[config.mk]
export PLATFORM = sky130hd
export DESIGN_NAME = mi4_ctrl
export DESIGN_NICKNAME = d
export VERILOG_FILES = /design/src/hdl/mi4_pkg.sv /design/src/hdl/mi4_ctrl.sv
export VERILOG_INCLUDE_DIRS = /design/src /design/src/hdl
export SDC_FILE = /design/constraint.sdc
export NUM_CORES = 1
export LEC_CHECK = 0
export ABC_AREA = 1
export ABC_CLOCK_PERIOD_IN_PS = 1600
export CAP_MARGIN = 20
export CORE_ASPECT_RATIO = 1.2
export CORE_UTILIZATION = 55
export DETAILED_ROUTE_END_ITERATION = 7
export DONT_BUFFER_PORTS = 1
export PLACE_DENSITY = 0.8
export SYNTH_ARGS = -nofsm -noshare
export SYNTH_HDL_FRONTEND = slang
export SYNTH_SLANG_ARGS = --single-unit
[constraint.sdc]
create_clock -name clk -period 1.6 [get_ports clk]
set_input_delay 0.4 -clock clk [delete_from_list [all_inputs] [get_ports clk]]
set_output_delay 0.4 -clock clk [all_outputs]
set_load 0.03 [all_outputs]
[src/hdl/matrix_inverse_4x4_top_defines.svh]
// Assertion macros used by the matrix inverse sequencer (mi4_ctrl).
`ifndef MATRIX_INVERSE_4X4_TOP_DEFINES_SVH
`define MATRIX_INVERSE_4X4_TOP_DEFINES_SVH

// Implication checked on every rising clock edge outside reset.
`define MI_ASSERT_IMP(label, clk, rst_n, ante, cons) \
	label: assert property (@(posedge clk) disable iff (!rst_n) (ante) |-> (cons)) \
		else $error("assertion failed");

// Implication whose consequent is checked in the following cycle.
`define MI_ASSERT_NEXT(label, clk, rst_n, ante, cons) \
	label: assert property (@(posedge clk) disable iff (!rst_n) (ante) |=> (cons)) \
		else $error("assertion failed");

`endif

[src/hdl/mi4_pkg.sv]
// ---------------------------------------------------------------------------
// mi4_pkg
// Types and constants shared by the 4x4 matrix inverse block.
// ---------------------------------------------------------------------------
package mi4_pkg;
	localparam int MATRIX_DIM_DEF = 4;
	localparam int CELLS = 16;
	localparam int ELEM_W = 16;
	localparam int COF_W = 52;
	localparam int DET_W = 128;
	localparam int RES_W = 32;
	localparam int IDX_W = 4;

	// Datapath operations issued by the controller.
	typedef enum logic [2:0] {
		OP_NONE = 3'd0,
		OP_COF  = 3'd1,
		OP_DET  = 3'd2,
		OP_DIV  = 3'd3
	} op_t;

	typedef struct packed {
		op_t              op;
		logic [IDX_W-1:0] idx;
		logic [1:0]       step;
		logic             div_start;
	} cmd_t;

	typedef struct packed {
		logic div_done;
		logic sing;
	} stat_t;
endpackage

[src/hdl/mi4_ctrl.sv]
// ---------------------------------------------------------------------------
// mi4_ctrl
// Sequencer: loads words, steps cofactors and determinant, runs divisions.
// ---------------------------------------------------------------------------
module mi4_ctrl (
	input  logic                      clk,
	input  logic                      arst_n,
	input  logic                      start,
	output logic                      busy,
	output logic                      load,
	output logic [mi4_pkg::IDX_W-1:0] load_idx,
	output mi4_pkg::cmd_t             cmd,
	input  mi4_pkg::stat_t            stat,
	output logic                      emit,
	output logic [mi4_pkg::IDX_W-1:0] emit_idx,
	output logic                      emit_sing
);
	import mi4_pkg::*;
	`include "matrix_inverse_4x4_top_defines.svh"

	typedef enum logic [5:0] {
		S_LOAD = 6'b000001,
		S_COF  = 6'b000010,
		S_DRN  = 6'b000100,
		S_DET  = 6'b001000,
		S_DIV  = 6'b010000,
		S_WAIT = 6'b100000
	} state_t;

	state_t           state_q;
	logic [IDX_W-1:0] cnt_q;
	logic [1:0]       step_q;

	assign busy = (state_q != S_LOAD);
	assign load = start && !busy;
	assign load_idx = cnt_q;

	always_comb begin
		cmd = '0;
		cmd.idx = cnt_q;
		cmd.step = step_q;
		unique case (state_q)
			S_COF:  cmd.op = OP_COF;
			S_DET:  cmd.op = OP_DET;
			S_DIV:  cmd.div_start = 1'b1;
			default: cmd.op = OP_NONE;
		endcase
	end

	always_ff @(posedge clk or negedge arst_n) begin
		if (!arst_n) begin
			state_q <= S_LOAD;
			cnt_q <= '0;
			step_q <= '0;
			emit <= 1'b0;
			emit_idx <= '0;
			emit_sing <= 1'b0;
		end else begin
			emit <= 1'b0;
			unique case (state_q)
				S_LOAD: if (load) begin
					cnt_q <= cnt_q + 4'd1;
					if (cnt_q == 4'd15) state_q <= S_COF;
				end
				S_COF: begin
					step_q <= (step_q == 2'd2) ? 2'd0 : step_q + 2'd1;
					if (step_q == 2'd2) begin
						cnt_q <= cnt_q + 4'd1;
						if (cnt_q == 4'd15) state_q <= S_DRN;
					end
				end
				S_DRN: begin
					step_q <= 2'd0;
					state_q <= S_DET;
				end
				S_DET: begin
					step_q <= step_q + 2'd1;
					if (step_q == 2'd3) state_q <= S_DIV;
				end
				S_DIV: begin
					if (stat.sing) begin
						emit <= 1'b1;
						emit_idx <= cnt_q;
						emit_sing <= 1'b1;
						cnt_q <= cnt_q + 4'd1;
						if (cnt_q == 4'd15) state_q <= S_LOAD;
					end else state_q <= S_WAIT;
				end
				S_WAIT: if (stat.div_done) begin
					emit <= 1'b1;
					emit_idx <= cnt_q;
					emit_sing <= 1'b0;
					cnt_q <= cnt_q + 4'd1;
					state_q <= (cnt_q == 4'd15) ? S_LOAD : S_DIV;
				end
				default: state_q <= S_LOAD;
			endcase
		end
	end

	`MI_ASSERT_IMP(a_load_idle, clk, arst_n, load, state_q == S_LOAD)
	`MI_ASSERT_NEXT(a_det_after, clk, arst_n, state_q == S_DRN, state_q == S_DET)
	`MI_ASSERT_IMP(a_emit_busy, clk, arst_n, emit && emit_idx != 4'd15, busy)
endmodule

Word level (Yosys, flattened, before mapping)
Cells that the tools add are included.
Word-level totals
  output and inout port bits: 22
  bits in registers: 18
  word-level logic and storage cells: 62
  input bits: 5
Cells by class
  reduce and logical (&&, ||, !) cells: 8
  multiplexer cells: 28
  $add $sub $neg: 2
  equality and inequality tests: 18
Operators with widths (number)
  6-bit 2-to-1 mux: 8
  6-bit case mux with 6 select lines: 1
  4-bit 2-to-1 mux: 6
  4-bit case mux with 4 select lines: 1
  2-bit != test, second input constant: 7
  4-bit case mux with 2 select lines: 1
  7-bit AND reduction: 1
  6-bit by 1-bit == test with 1-bit output, second input constant: 1
  6-bit by 2-bit == test with 1-bit output, second input constant: 1
  6-bit by 3-bit == test with 1-bit output, second input constant: 1
  6-bit by 4-bit == test with 1-bit output, second input constant: 1
  6-bit by 5-bit == test with 1-bit output, second input constant: 1
  6-bit == test, second input constant: 1
  6-bit by 1-bit != test with 1-bit output, second input constant: 1
  2-bit case mux with 3 select lines: 1
  1-bit 2-to-1 mux: 5
  5-bit 2-to-1 mux: 1
  5-bit AND reduction: 1
  4-bit by 1-bit adder with 4-bit output, second input constant: 1
  2-bit == test, second input constant: 2
  4-bit == test, second input constant: 1
  1-bit case mux with 2 select lines: 2
  2-bit case mux with 2 select lines: 1
  4-bit nonzero test: 1
  other kinds (8): 8

Longest topological paths before layout
  depth after elaboration: 5
  gate-level depth with buffers: 10
  mapped depth without buffers: 10

Worst setup path before layout
OpenSTA, ideal clock, no wires.
  path type: reg2out
  start: reg state_q[0]
  end: out load
  slack: -0.247 ns
  data required time: 1.200 ns
  cell stages (with the launch flop): 5
  data arrival time: 1.447 ns
  cell sequence: dfstp_2 inv_1 nor2_2 nand2_1 nor2_1
On the way
  cells in the longest elaborated chain, start to end: 3
Ends and longest elaborated chain
  start: declaration: line mi4_ctrl.sv:30  | state_t state_q;
  start signal: assignment: line mi4_ctrl.sv:94  | state_q <= (cnt_q == 4'd15) ? S_LOAD : S_DIV;
  6-bit by 1-bit != test with 1-bit output: line mi4_ctrl.sv:34  | assign busy = (state_q != S_LOAD);
  via busy: line mi4_ctrl.sv:9  | output logic busy,
  1-bit zero test: line mi4_ctrl.sv:35  | assign load = start && !busy;
  1-bit logical AND: line mi4_ctrl.sv:35
  end: declaration: line mi4_ctrl.sv:10  | output logic load,
The timed path passes the listed nets, and every way through them passes these cells.

Worst setup path in the final report
  start: reg state_q[3]
  end: out load
On the way
  cells in the longest elaborated chain, start to end: 3
Ends and longest elaborated chain (line)
  6-bit by 1-bit != test with 1-bit output: mi4_ctrl.sv:34
  1-bit zero test: mi4_ctrl.sv:35
  1-bit logical AND: mi4_ctrl.sv:35
Every way passes these cells.

==> impl_metrics.yaml <==
clock_tree:
  htree_levels: 1
  cts.sinks: 18
  clock_path_buffers: 2
  worstSkewPairLatency_ps: 300
  clk_pin_slew_ps: 110
  cts_tree: "done"
  ctsRootBufferMaster: "clkbuf_4"
  cts_buffers: 3
floorplanning:
  start_util_pct: 60.2
  rows: 17
  die_area_um2: 2260
  core-area_um2: 1890
  die_y_um: 51.9
  ios: 27
  die_w_um: 43.6
power_and_ir_drop:
  p_leak_uw: 0.000780
  power.switching_uw: 1920
  sw_frac_of_total_pct: 54.4
  p_int_uw: 1600
  seq_power_share_pct: 26.1
  powerDensity_nw_per_um2: 2390
  clkPwrFrac_pct: 8.1
  comb_power_share_pct: 65.8
  ir_worst_vdd_mv: 1.64
yosys:
  synthesis.nets: 164
  ys_warn_count: 0
  syn_area_per_cell_um2: 7.40
  synth.largest_area_cell: "dfrtp_1"
  synth.distinct_cells: 19
  synth_commonest_cells: "34 x nand2_1, 26 x inv_1, 17 x dfrtp_1, 17 x nor2_1, 12 x nand3_1"
  syn_area_um2: 1140
  synth_flop_cell: "dfrtp_1"
  ys_ff_latch: 18
  yosys.cell_count.top_type: "nand2_1"
  synth_top_area_share_pct: 37.3
  synthCells: 154
  synth.yosys.seq_area_share_pct: 39.6
  synth_area_leaders: "dfrtp_1 37%, nand2_1 11%, inv_1 8.6%"
  synth_edf_count: 0
  synthArstFlopShare_pct: 100
place:
  dp.cells: 178
  gp_routability_congestion: 0.868
  dp_hpwl_um: 1830
  pre_cts_ws_ps: 98.4
  io_buffers: 0
routing:
  route.vias.total: 1085
  ant_nets: 0
  wl_per_cell_um: 14.9
  drc: 4
  drt_iter0_drc: 20
  drt-total-wl_um: 2930
  vias_per_cell: 5.51
  dr.pass1.iters: 6
worst_setup_path:
  ff2ff_setup_slack_ps: -70
  timing_worst_setup_path_type: "reg2out"
  r2r_cells: 10
  critPathLaunchType: "register"
  crit_path_top_delay_cell: "dfrtp_1"
  crit_chain: "nor2_4 > nand2_4 > inv_4 > nand2_4 > nor2_4"
  end_kind: "output port"
  r2r_end: "load_idx[0]"
  crit_required_ps: 1200
  cp_max_fo: 3
  reg2reg_from: "state_q[3]"
  crit_arrival_ps: 1340
  slowest_delay_ps: 430
  crit_path_start: "state_q[3]"
timing:
  min_period_ps: 1740
  setup_violations: 11
  slew_viol_final: 0
  fin_hold_ws_ps: 275
  setup_ws_ps: -143
  slew_headroom_pct: 43.3
  finalCritPeriodShare_pct: 109
  finalHoldViolCount: 0
  worst_pin_slew_ps: 848
  setup_tns_ps: -802
  max_clock_freq_mhz: 574
  clock_skew_ps: 9.76
  rsz0062_at_grt: "yes"
global_routing:
  grt_use_met2_pct: 43.0
  grt-busiest-layer: "met2"
  grt_pass1_vias: 1065
  grt_max_degree: 19
  grt-ovfl-total: 0
  gr-usage-met1_pct: 28.5
  grt_util_met3_pct: 2.78
  grt_usage_pct: 25.0
  grt_first_pass_wirelength_um: 4200
  antenna_found_initial: 0
min_path:
  worstHoldPathCells: 2
  hold_class: "in2reg"
  worstHoldEndpoint: "emit_sing"
  min_from: "stat[0]"
final_layout:
  area_growth_pct: 29.2
  stdcell_count: 197
  finalNetCount: 189
  utilization_pct: 77.8
  fillers: 134
  layout-drive-gt1-share_pct: 34.3
  num_antenna_cells: 0
job:
  drv_cap: 0
run_status:
  status: "complete, but fails checks"
  violations: "design-rule violations, negative setup slack"
==> layout make-up <==
| class | count | area (µm²) | area share (%) |
|---|---|---|---|
| tap | 19 | 23.8 | 1.61 |
| inverter | 26 | 105 | 7.14 |
| timing repair buffer | 25 | 205 | 13.9 |
| sequential | 18 | 453 | 30.8 |
| multi-input combinational | 105 | 649 | 44.1 |
| clock buffer | 4 | 36.3 | 2.46 |
==> worst max-delay path by stage <==
stage	endpoint	slack, ps	cells after the start
floorplan	state_q[4]	0.4	8
detailed placement	load_idx[2]	100	8
global placement	load	160	4
global route	load	-210	5
CTS	load	-130	5
finish	load	-140	5
==> routing by layer <==
layer  up-vias  wire length, µm
met3        12              107
met1       509             1080
met4         0              102
met2        39             1630
li1        525                -
met5         -                0
==> cell usage in the layout (no fill, tap or decap), types with 3 or more instances in the layout <==
cell type	n
nor2_1	11
inv_2	3
nand4_1	7
nor2_4	10
nor2_2	3
nand2_2	5
buf_4	20
a21oi_1	3
inv_1	21
o21ai_0	7
buf_6	4
nand3_1	9
nand3_2	3
nand2_1	32
clkbuf_4	3
ha_1	5
dfrtp_1	16
==> worst max-delay path: cells and delay by family (launching register included) <==
kind | cells | cell delay [ps]
flip-flops | 1 | 430
AND/OR/NAND/NOR | 4 | 530
buffers and inverters | 1 | 80
==> power groups by stage <==
| stage | clock network, µW | logic, µW | registers [µW] |
|---|---|---|---|
| floorplan | 0 | 1200 | 1080 |
| global placement | 0 | 1630 | 920 |
| detailed placement | 0 | 1690 | 927 |
| CTS | 287 | 2040 | 917 |
| global route | 312 | 2500 | 940 |
| finish | 285 | 2310 | 919 |
==> state kept, by name (all words and copies together) (netlist names) <==
register / cells
step_q: 2
emit_idx: 4
emit_sing: 1
load_idx: 4
state_q: 6
emit: 1
==> cells by family after synthesis <==
group	after synthesis	share of synthesized area [%]
flip-flops	18	39.6
adder cells (fa/ha/maj)	5	5.49
buffers and inverters	31	11.9
AND/OR/NAND/NOR	83	34.2
other	1	0.329
AO/OA/AOI/OAI	16	8.45
==> through the flow <==
step / power, µW / cell area (µm²)
floorplan: 2280 / 1150
global placement: 2550 / 1210
detailed placement: 2610 / 1210
CTS: 3250 / 1410
global route: 3750 / 1470
finish: 3520 / 1470
==> repair_timing <==
item                                   CTS  global route
resized for setup                       21            14
setup endpoints to repair                5            14
pin swaps                               11            10
setup buffers                           12             2
hold buffers                             1             0
endpoints found under the hold margin   18             0
Note: power is estimated with default switching activity, not from simulation.
